<file path="src/oacs_pkg.sv">
package oacs_pkg;

    localparam int SAMPLE_BITS = 10;
    localparam int RANGE_W     = 13;
    localparam int CMD_W       = 3;
    localparam int PCT_W       = 7;
    localparam int FTIME_W     = 10;
    localparam int CFG_IDX_W   = 2;
    localparam int CFG_DATA_W  = 13;

    // Range conversion: distance = RANGE_DIVIDEND / (raw - RAW_KNEE), raw at or
    // below the knee counts as RAW_SUBST.
    localparam logic [RANGE_W-1:0]     RANGE_DIVIDEND = 13'd4800;
    localparam logic [SAMPLE_BITS-1:0] RAW_KNEE       = 10'd20;
    localparam logic [SAMPLE_BITS-1:0] RAW_SUBST      = 10'd30;

    localparam logic [SAMPLE_BITS-1:0] TOLERANCE_RST   = 10'd50;
    localparam logic [SAMPLE_BITS-1:0] NOISE_FLOOR_RST = 10'd5;
    localparam logic [RANGE_W-1:0]     NEAR_LIMIT_RST  = 13'd40;

    localparam logic [PCT_W-1:0]   PCT_CENTER  = 7'd100;
    localparam logic [FTIME_W-1:0] FTIME_BASE  = 10'd100;

    // Reciprocal constants: x/10 = (x*205)>>11 for x < 1029,
    // x/5 = (x*3277)>>14 for x < 4096.
    localparam logic [7:0]  RECIP_10       = 8'd205;
    localparam int          RECIP_10_SHIFT = 11;
    localparam logic [11:0] RECIP_5        = 12'd3277;
    localparam int          RECIP_5_SHIFT  = 14;

    localparam logic [CMD_W-1:0] CMD_NONE       = 3'd0;
    localparam logic [CMD_W-1:0] CMD_ABOUT      = 3'd1;
    localparam logic [CMD_W-1:0] CMD_LEFT       = 3'd2;
    localparam logic [CMD_W-1:0] CMD_RIGHT      = 3'd3;
    localparam logic [CMD_W-1:0] CMD_VEER_LEFT  = 3'd4;
    localparam logic [CMD_W-1:0] CMD_VEER_RIGHT = 3'd5;

    localparam logic [CFG_IDX_W-1:0] CFG_TOLERANCE   = 2'd0;
    localparam logic [CFG_IDX_W-1:0] CFG_NOISE_FLOOR = 2'd1;
    localparam logic [CFG_IDX_W-1:0] CFG_NEAR_LIMIT  = 2'd2;

    typedef struct packed {
        logic [SAMPLE_BITS-1:0] back_level;
        logic [SAMPLE_BITS-1:0] right_level;
        logic [SAMPLE_BITS-1:0] left_level;
        logic [SAMPLE_BITS-1:0] front_right_level;
        logic [SAMPLE_BITS-1:0] front_left_level;
        logic [SAMPLE_BITS-1:0] range_level;
    } scan_t;

    typedef struct packed {
        logic [CMD_W-1:0]   raw_command;
        logic [CMD_W-1:0]   issued_command;
        logic [PCT_W-1:0]   move_percent;
        logic [FTIME_W-1:0] forward_time_ms;
        logic [RANGE_W-1:0] range_cm;
    } result_t;

    typedef struct packed {
        logic [CMD_W-1:0] issued;
        logic [PCT_W-1:0] oldest_pct;
    } hist_stat_t;

    typedef enum logic [2:0] {
        ST_IDLE,
        ST_DIVIDE,
        ST_DECIDE,
        ST_SQUARE,
        ST_SCALE
    } state_t;

    function automatic logic dominates(
        input logic [SAMPLE_BITS-1:0] a,
        input logic [SAMPLE_BITS-1:0] b,
        input logic [SAMPLE_BITS-1:0] tol
    );
        logic [SAMPLE_BITS:0] bound;
        bound = {1'b0, b} + {1'b0, tol};
        return {1'b0, a} > bound;
    endfunction

endpackage

</file>
<file path="src/obstacle_avoid_command_select.sv">
// A scan runs through the bit-serial range divider, one quotient bit per cycle,
// then the decide, square and scale steps; no new scan is taken until the
// result has been loaded into the output register and the sequencer is back
// in idle.
// A new scan is taken while the previous result still waits in the output
// register. Reset (rst_n, async, active low) empties the pipeline, clears
// the command history and loads the default configuration values.
module obstacle_avoid_command_select #(
    parameter int HISTORY_DEPTH = 2
) (
    input  logic                                  clk,
    input  logic                                  rst_n,

    input  logic                                  scan_valid,
    output logic                                  scan_ready,
    input  oacs_pkg::scan_t                       scan,

    output logic                                  result_valid,
    input  logic                                  result_ready,
    output oacs_pkg::result_t                     result,

    input  logic                                  cfg_valid,
    output logic                                  cfg_ready,
    input  logic [oacs_pkg::CFG_IDX_W-1:0]        cfg_index,
    input  logic [oacs_pkg::CFG_DATA_W-1:0]       cfg_data
);

    localparam int SB = oacs_pkg::SAMPLE_BITS;
    localparam int PW = oacs_pkg::PCT_W;
    localparam int CW = oacs_pkg::CMD_W;
    localparam int SQ_W  = 2 * PW;
    localparam int QTR_W = SQ_W - 2;
    localparam int P10_W = SB + 8;
    localparam int P5_W  = QTR_W + 12;

    // Configuration registers
    logic [SB-1:0]                tolerance_reg;
    logic [SB-1:0]                noise_floor_reg;
    logic [oacs_pkg::RANGE_W-1:0] near_limit_reg;

    // Sequencer
    oacs_pkg::state_t state_reg, state_next;

    // Per-scan working registers (samples already cut at the noise floor)
    logic [SB-1:0] back_reg, right_reg, left_reg, fr_reg, fl_reg;
    logic [CW-1:0] cmd_reg;
    logic [CW-1:0] issued_reg;
    logic [PW-1:0] oper_reg;
    logic [SQ_W-1:0] sq_reg;

    // Output register
    logic              result_valid_reg;
    oacs_pkg::result_t result_reg;

    // Control strobes
    logic scan_xfer;
    logic div_start;
    logic div_done;
    logic hist_push;
    logic load_result;

    logic [SB-1:0]                divisor;
    logic [oacs_pkg::RANGE_W-1:0] range_cm;

    logic [CW-1:0] cmd_sel;
    logic [PW-1:0] pct_sel;
    logic          all_zero;
    logic          clear_ahead;
    logic [P10_W-1:0] pct_prod;
    logic [PW-1:0]    dist_pct;

    oacs_pkg::hist_stat_t hist_stat;

    logic [PW-1:0]             dev;
    logic [P5_W-1:0]           scale_prod;
    logic [oacs_pkg::FTIME_W-1:0] ftime;

    assign scan_ready = (state_reg == oacs_pkg::ST_IDLE);
    assign scan_xfer  = scan_valid && scan_ready;
    assign cfg_ready  = 1'b1;

    // Configuration writes; an index beyond the register list is dropped.
    always_ff @(posedge clk or negedge rst_n)
    begin
        if (!rst_n)
        begin
            tolerance_reg   <= oacs_pkg::TOLERANCE_RST;
            noise_floor_reg <= oacs_pkg::NOISE_FLOOR_RST;
            near_limit_reg  <= oacs_pkg::NEAR_LIMIT_RST;
        end
        else if (cfg_valid && cfg_ready)
        begin
            case (cfg_index)
                oacs_pkg::CFG_TOLERANCE:   tolerance_reg   <= cfg_data[SB-1:0];
                oacs_pkg::CFG_NOISE_FLOOR: noise_floor_reg <= cfg_data[SB-1:0];
                oacs_pkg::CFG_NEAR_LIMIT:  near_limit_reg  <= cfg_data;
                default: ;
            endcase
        end
    end

    // Divisor for the range conversion: raw at or below the knee counts as
    // the substitute value, so the divisor is never zero.
    always_comb
    begin
        if (scan.range_level <= oacs_pkg::RAW_KNEE)
        begin
            divisor = oacs_pkg::RAW_SUBST - oacs_pkg::RAW_KNEE;
        end
        else
        begin
            divisor = scan.range_level - oacs_pkg::RAW_KNEE;
        end
    end

    assign div_start = scan_xfer;

    oacs_div u_div (
        .clk      (clk),
        .rst_n    (rst_n),
        .start    (div_start),
        .dividend (oacs_pkg::RANGE_DIVIDEND),
        .divisor  (divisor),
        .done     (div_done),
        .quotient (range_cm)
    );

    // Hold the floor-cut samples while the divider runs.
    always_ff @(posedge clk)
    begin
        if (scan_xfer)
        begin
            back_reg  <= (scan.back_level        < noise_floor_reg) ? '0 : scan.back_level;
            right_reg <= (scan.right_level       < noise_floor_reg) ? '0 : scan.right_level;
            left_reg  <= (scan.left_level        < noise_floor_reg) ? '0 : scan.left_level;
            fr_reg    <= (scan.front_right_level < noise_floor_reg) ? '0 : scan.front_right_level;
            fl_reg    <= (scan.front_left_level  < noise_floor_reg) ? '0 : scan.front_left_level;
        end
    end

    // Command choice. Priority: nothing seen, back, left, right dominating
    // all others, then the front pair; a front tie leaves no command.
    always_comb
    begin
        all_zero    = (back_reg == '0) && (right_reg == '0) && (left_reg == '0)
                      && (fr_reg == '0) && (fl_reg == '0);
        clear_ahead = (range_cm != '0) && (range_cm > near_limit_reg);
        pct_prod    = (fl_reg > fr_reg ? {8'd0, fl_reg} : {8'd0, fr_reg})
                      * {{SB{1'b0}}, oacs_pkg::RECIP_10};
        dist_pct    = pct_prod[oacs_pkg::RECIP_10_SHIFT +: PW];
        cmd_sel     = oacs_pkg::CMD_NONE;
        pct_sel     = '0;
        if (all_zero)
        begin
            cmd_sel = oacs_pkg::CMD_NONE;
        end
        else if (oacs_pkg::dominates(back_reg, left_reg, tolerance_reg)
                 && oacs_pkg::dominates(back_reg, right_reg, tolerance_reg)
                 && oacs_pkg::dominates(back_reg, fl_reg, tolerance_reg)
                 && oacs_pkg::dominates(back_reg, fr_reg, tolerance_reg))
        begin
            cmd_sel = oacs_pkg::CMD_ABOUT;
        end
        else if (oacs_pkg::dominates(left_reg, back_reg, tolerance_reg)
                 && oacs_pkg::dominates(left_reg, right_reg, tolerance_reg)
                 && oacs_pkg::dominates(left_reg, fl_reg, tolerance_reg)
                 && oacs_pkg::dominates(left_reg, fr_reg, tolerance_reg))
        begin
            cmd_sel = oacs_pkg::CMD_LEFT;
        end
        else if (oacs_pkg::dominates(right_reg, back_reg, tolerance_reg)
                 && oacs_pkg::dominates(right_reg, left_reg, tolerance_reg)
                 && oacs_pkg::dominates(right_reg, fl_reg, tolerance_reg)
                 && oacs_pkg::dominates(right_reg, fr_reg, tolerance_reg))
        begin
            cmd_sel = oacs_pkg::CMD_RIGHT;
        end
        else if (fl_reg > fr_reg)
        begin
            if (clear_ahead)
            begin
                cmd_sel = oacs_pkg::CMD_VEER_LEFT;
                pct_sel = dist_pct;
            end
            else
            begin
                cmd_sel = oacs_pkg::CMD_LEFT;
            end
        end
        else if (fl_reg < fr_reg)
        begin
            if (clear_ahead)
            begin
                cmd_sel = oacs_pkg::CMD_VEER_RIGHT;
                pct_sel = dist_pct;
            end
            else
            begin
                cmd_sel = oacs_pkg::CMD_RIGHT;
            end
        end
    end

    assign hist_push = (state_reg == oacs_pkg::ST_DECIDE);

    oacs_hist #(
        .DEPTH (HISTORY_DEPTH)
    ) u_hist (
        .clk   (clk),
        .rst_n (rst_n),
        .push  (hist_push),
        .cmd   (cmd_sel),
        .pct   (pct_sel),
        .stat  (hist_stat)
    );

    // Forward time: 100 + (100 - p)^2 / 20 for an issued veer, else zero; split
    // as square, then quarter and divide by five through a reciprocal.
    always_comb
    begin
        if (hist_stat.issued == oacs_pkg::CMD_NONE)
        begin
            dev = oacs_pkg::PCT_CENTER;
        end
        else if (hist_stat.oldest_pct > oacs_pkg::PCT_CENTER)
        begin
            dev = hist_stat.oldest_pct - oacs_pkg::PCT_CENTER;
        end
        else
        begin
            dev = oacs_pkg::PCT_CENTER - hist_stat.oldest_pct;
        end
        scale_prod = {12'd0, sq_reg[SQ_W-1:2]} * {{QTR_W{1'b0}}, oacs_pkg::RECIP_5};
        if (issued_reg == oacs_pkg::CMD_VEER_LEFT || issued_reg == oacs_pkg::CMD_VEER_RIGHT)
        begin
            ftime = oacs_pkg::FTIME_BASE
                    + scale_prod[oacs_pkg::RECIP_5_SHIFT +: oacs_pkg::FTIME_W];
        end
        else
        begin
            ftime = '0;
        end
    end

    always_ff @(posedge clk)
    begin
        if (hist_push)
        begin
            cmd_reg <= cmd_sel;
        end
        if (state_reg == oacs_pkg::ST_SQUARE)
        begin
            issued_reg <= hist_stat.issued;
            oper_reg   <= (hist_stat.issued == oacs_pkg::CMD_NONE) ? '0 : hist_stat.oldest_pct;
            sq_reg     <= {{PW{1'b0}}, dev} * {{PW{1'b0}}, dev};
        end
    end

    // Sequencer
    always_ff @(posedge clk or negedge rst_n)
    begin
        if (!rst_n)
        begin
            state_reg <= oacs_pkg::ST_IDLE;
        end
        else
        begin
            state_reg <= state_next;
        end
    end

    always_comb
    begin
        state_next  = state_reg;
        load_result = 1'b0;
        case (state_reg)
            oacs_pkg::ST_IDLE:
            begin
                if (scan_xfer)
                begin
                    state_next = oacs_pkg::ST_DIVIDE;
                end
            end
            oacs_pkg::ST_DIVIDE:
            begin
                if (div_done)
                begin
                    state_next = oacs_pkg::ST_DECIDE;
                end
            end
            oacs_pkg::ST_DECIDE:
            begin
                state_next = oacs_pkg::ST_SQUARE;
            end
            oacs_pkg::ST_SQUARE:
            begin
                state_next = oacs_pkg::ST_SCALE;
            end
            oacs_pkg::ST_SCALE:
            begin
                // Hold until the output register is free.
                if (!result_valid_reg || result_ready)
                begin
                    load_result = 1'b1;
                    state_next  = oacs_pkg::ST_IDLE;
                end
            end
            default:
            begin
                state_next = oacs_pkg::ST_IDLE;
            end
        endcase
    end

    // Output register
    always_ff @(posedge clk or negedge rst_n)
    begin
        if (!rst_n)
        begin
            result_valid_reg <= 1'b0;
        end
        else if (load_result)
        begin
            result_valid_reg <= 1'b1;
        end
        else if (result_ready)
        begin
            result_valid_reg <= 1'b0;
        end
    end

    always_ff @(posedge clk)
    begin
        if (load_result)
        begin
            result_reg.raw_command     <= cmd_reg;
            result_reg.issued_command  <= issued_reg;
            result_reg.move_percent    <= oper_reg;
            result_reg.forward_time_ms <= ftime;
            result_reg.range_cm        <= range_cm;
        end
    end

    assign result_valid = result_valid_reg;
    assign result       = result_reg;

endmodule

</file>
<file path="src/oacs_div.sv">
module oacs_div (
    input  logic                               clk,
    input  logic                               rst_n,
    input  logic                               start,
    input  logic [oacs_pkg::RANGE_W-1:0]       dividend,
    input  logic [oacs_pkg::SAMPLE_BITS-1:0]   divisor,
    output logic                               done,
    output logic [oacs_pkg::RANGE_W-1:0]       quotient
);

    localparam int QW    = oacs_pkg::RANGE_W;
    localparam int DW    = oacs_pkg::SAMPLE_BITS;
    localparam int CNT_W = $clog2(QW);
    localparam logic [CNT_W-1:0] LAST = CNT_W'(QW - 1);

    logic             busy_reg;
    logic [CNT_W-1:0] cnt_reg;
    logic [DW-1:0]    rem_reg;
    logic [QW-1:0]    quo_reg;
    logic [DW-1:0]    div_reg;

    logic [DW:0]      trial;
    logic [DW:0]      diff;
    logic             ge;

    // One restoring step: bring down the next dividend bit, subtract if it fits.
    always_comb
    begin
        trial = {rem_reg, quo_reg[QW-1]};
        ge    = trial >= {1'b0, div_reg};
        diff  = trial - {1'b0, div_reg};
    end

    always_ff @(posedge clk or negedge rst_n)
    begin
        if (!rst_n)
        begin
            busy_reg <= 1'b0;
            cnt_reg  <= '0;
        end
        else if (start)
        begin
            busy_reg <= 1'b1;
            cnt_reg  <= '0;
        end
        else if (busy_reg)
        begin
            cnt_reg <= cnt_reg + 1'b1;
            if (cnt_reg == LAST)
            begin
                busy_reg <= 1'b0;
            end
        end
    end

    always_ff @(posedge clk)
    begin
        if (start)
        begin
            rem_reg <= '0;
            quo_reg <= dividend;
            div_reg <= divisor;
        end
        else if (busy_reg)
        begin
            rem_reg <= ge ? diff[DW-1:0] : trial[DW-1:0];
            quo_reg <= {quo_reg[QW-2:0], ge};
        end
    end

    assign done     = busy_reg && (cnt_reg == LAST);
    assign quotient = quo_reg;

endmodule

</file>
<file path="src/oacs_hist.sv">
module oacs_hist #(
    parameter int DEPTH = 2
) (
    input  logic                             clk,
    input  logic                             rst_n,
    input  logic                             push,
    input  logic [oacs_pkg::CMD_W-1:0]       cmd,
    input  logic [oacs_pkg::PCT_W-1:0]       pct,
    output oacs_pkg::hist_stat_t             stat
);

    logic [oacs_pkg::CMD_W-1:0] cmd_reg [DEPTH];
    logic [oacs_pkg::PCT_W-1:0] pct_reg [DEPTH];
    logic                       agree;

    // Entry 0 is the newest; advance every entry by one on a push.
    always_ff @(posedge clk or negedge rst_n)
    begin
        if (!rst_n)
        begin
            for (int i = 0; i < DEPTH; i++)
            begin
                cmd_reg[i] <= oacs_pkg::CMD_NONE;
                pct_reg[i] <= '0;
            end
        end
        else if (push)
        begin
            cmd_reg[0] <= cmd;
            pct_reg[0] <= pct;
            for (int i = 1; i < DEPTH; i++)
            begin
                cmd_reg[i] <= cmd_reg[i-1];
                pct_reg[i] <= pct_reg[i-1];
            end
        end
    end

    always_comb
    begin
        agree = 1'b1;
        for (int i = 1; i < DEPTH; i++)
        begin
            if (cmd_reg[i] != cmd_reg[0])
            begin
                agree = 1'b0;
            end
        end
        stat.issued     = agree ? cmd_reg[0] : oacs_pkg::CMD_NONE;
        stat.oldest_pct = pct_reg[DEPTH-1];
    end

endmodule
</file>
<file path="config.mk">
export PLATFORM = sky130hd
export DESIGN_NAME = obstacle_avoid_command_select
export DESIGN_NICKNAME = d
export VERILOG_FILES = /design/src/oacs_pkg.sv /design/src/obstacle_avoid_command_select.sv /design/src/oacs_div.sv /design/src/oacs_hist.sv
export SDC_FILE = /design/constraint.sdc
export NUM_CORES = 1
export LEC_CHECK = 0
export ABC_AREA = 1
export BUFFER_PORTS_ARGS = -buffer_cell sky130_fd_sc_hd__buf_2
export CAP_MARGIN = 5
export CORE_MARGIN = 2
export CORE_UTILIZATION = 65
export DETAILED_ROUTE_END_ITERATION = 16
export GPL_ROUTABILITY_DRIVEN = 0
export GPL_TIMING_DRIVEN = 0
export PLACE_DENSITY = 0.84
export SLEW_MARGIN = 15
export SYNTH_ARGS = -nofsm -noshare
export SYNTH_HDL_FRONTEND = slang
export SYNTH_SLANG_ARGS = --single-unit
</file>
<file path="constraint.sdc">
create_clock -name clk -period 17.2 [get_ports clk]
set_clock_uncertainty 0.15 [all_clocks]
set_input_delay 1.72 -clock clk [delete_from_list [all_inputs] [get_ports clk]]
set_output_delay 1.72 -clock clk [all_outputs]
set_load 0.02 [all_outputs]
</file>
==> run metrics <==
Post-DRT Antenna Nets=0; Crit. End Element=flip-flop; Period Utilization, post-route=a little under two fifths; fin util=71.7%; CTS H-tree depth=1; Core Footprint=31300 um^2; cells on worst reg2reg path=23; fin area=~22000 um^2; Setup CP Type=reg -> reg; family with the most delay on the worst path=adder cells; row cnt=between 60 and 70; r2r startpoint=fl_reg[9]; pin count of the biggest net entering global routing=51; Iteration-0 DRC Markers=roughly 1100; Netlist cell types=slightly above 60; Main synth FF type=edfxtp_1; first-pass iteration count of the detailed router=7; Area Growth Syn to Fin=9.49%; top cell type's share of synthesized area=between 20 and 30%; Initial Util=65.5%; max reg flops=36; hpwl dp=between 40 and 50 mm; CTS max path bufs=3; syn_area_per_cell=8.29 um^2; Final Hold Violating Endpoints=0; setup repair bufs after CTS=0; outcome=complete, no violations; Relative slew margins=around half; fmax=158 MHz; Routed WL=around 52 mm; mapped cell area=20500 um^2; Final Max Slew Viols=0; # fillers=2208; CP required=between 15000 and 20000 ps; share of cells above drive strength 1=7.85%; CTS Buf Count=23; chip height=about 180 um; sum of buffers and inverters on the critical path=4; CP endpoint=u_hist.pct_reg[13]; nets=roughly 3200; EDFF count, synth=121; port buffer count=roughly 120; min Tclk post-route=6330 ps; Hold Buf Count CTS=0; clock transition at the registers of the reported paths=60 ps; DR vias/cell=5.83; RSZ-0062 raised after global routing=no; slowest stage delay, CP=about 530 ps; main area contributors after synthesis=ha_1 (25%), edfxtp_1 (18%), nand2_1 (9.4%); yosys warns=0; GRT Resource Usage Total=between 30% and 40%; Critical Path, Cell by Cell=ha_1 > nand2_1 > nor2_1 > nand4_1 > nand2_2 > clkbuf_1 > nor2_1 > a21oi_1 > ha_1 > fa_1 > fa_1 > inv_1 > fa_1 > inv_1 > ha_1 > a21oi_1 > o21ai_0 > inv_1 > nor2_1 > a2111oi_0 > nand3_1 > nand3_1 > nand2_1; DR WL/cell=~17 um; hold crit path type=reg -> reg; endpoints failing setup=0; area post-placement=about 22000 um^2; Post-Syn Instances=roughly 2500; io pins=~120; Mapped Nets=between 3000 and 4000; ANT cells=0; Vias=17700; Post-CTS Resized=0; setup_tns=0 ps; CP Data Arrival Time=about 6600 ps; r2r endpoint=u_hist.pct_reg[13]; CTS tree=done; Max Cap Viol=0; CP startpoint kind=flip-flop; CTS root buffer=clkbuf_16; die area=33000 um^2; vias in the first global route=17900; FF+latch count, synth=just over 200; setup slack, reg-to-reg=between 10000 and 15000 ps; DR DRC count=0; worst slew pin tran=741 ps; most frequent cells in the layout=nand2_1 (515), inv_1 (438), ha_1 (410), a21oi_1 (170), nor2_1 (162); Setup crit start=fl_reg[9]; Overflow after GRT=0; Worst-Skew Late Latency=540 ps; Yosys top cell by area=ha_1; ys async rst share=a little under a third; critical path's slowest cell=fa_1; sequential-to-total area share from yosys stat=~28%; clock net sink count=206; Worst path depth=23; worst-path fanout max=10; commonest non-fill, non-tap cell in the layout=nand2_1; antenna violations before repair=1; die width=approximately 180 um; first-pass GRT wire length=approximately 85 mm
==> worst reg2reg max path: stages, from the launching register on <==
cell,delay (ps)
edfxtp_1,490
ha_1,350
nand2_1,70
nor2_1,170
nand4_1,220
nand2_2,230
clkbuf_1,340
nor2_1,70
a21oi_1,340
ha_1,360
fa_1,520
fa_1,520
inv_1,60
fa_1,530
inv_1,40
ha_1,330
a21oi_1,320
o21ai_0,180
inv_1,90
nor2_1,40
a2111oi_0,480
nand3_1,150
nand3_1,120
nand2_1,50
==> layout make-up <==
cell class	count	area, um^2	area share [%]
multi-input cells	1808	13100	58.5
flip-flops and latches	206	5650	25.2
inverters	444	1670	7.43
repair buffers	122	667	2.97
clock buffers	26	629	2.80
well taps	402	503	2.24
clock inverters	16	134	0.596
plain buffers	16	65.1	0.290
==> cell families after synthesis <==
logic type	Yosys count	synth area share, %
AO/OA/AOI/OAI	385	10.5
buffers and inverters	460	8.45
AND/OR/NAND/NOR	862	17.8
other	1	0.0183
adder cells (fa/ha/maj)	486	32.4
XOR/XNOR	74	3.20
flip-flops	206	27.6
==> cell usage after synthesis, types with 5 or more instances <==
master / number
a21o_1: 17
a21oi_1: 170
a22oi_1: 9
a31oi_1: 11
clkbuf_1: 14
dfrtp_1: 55
dfstp_2: 7
dfxtp_1: 23
edfxtp_1: 121
fa_1: 76
ha_1: 410
inv_1: 438
nand2_1: 515
nand2_2: 5
nand3_1: 83
nand3_2: 5
nand3b_1: 6
nand4_1: 25
nor2_1: 163
nor2_4: 5
nor3_1: 21
nor4_1: 16
o21a_1: 6
o21ai_0: 124
o21ai_1: 6
o21bai_1: 13
o22ai_1: 5
xnor2_1: 28
xor2_1: 45
==> per-layer routing <==
metal	track usage, %	up-vias	part of all wire (%)
met2	55.9	735	48
met3	5.52	196	8.6
met5	0	-	0.025
li1	-	8499	-
met1	38.4	8293	39
met4	13.6	2	4.4
==> worst min path at each step <==
stage	start	end	slack, ps	cells past startpoint
finish	oper_reg[4]	result[27]	270	0
detailed placement	oper_reg[2]	result[25]	260	0
global route	oper_reg[0]	result[23]	280	0
global placement	oper_reg[1]	result[24]	250	0
floorplan	oper_reg[0]	result[23]	250	0
CTS	oper_reg[4]	result[27]	270	0
==> stage by stage <==
| step | setup slack [ps] | hold slack, ps | std cells |
|---|---|---|---|
| final | 10870 | 274 | 3040 |
| after floorplan | 11830 | 250 | 2474 |
| after global placement | 11200 | 252 | 2993 |
| after global routing | 10370 | 281 | 3040 |
| after detailed placement | 11000 | 260 | 2998 |
| after CTS | 10960 | 271 | 3040 |
Power is left out: the tool's default activity adds up to more than one toggle a clock period on the data nets, which glitch-free logic cannot reach.
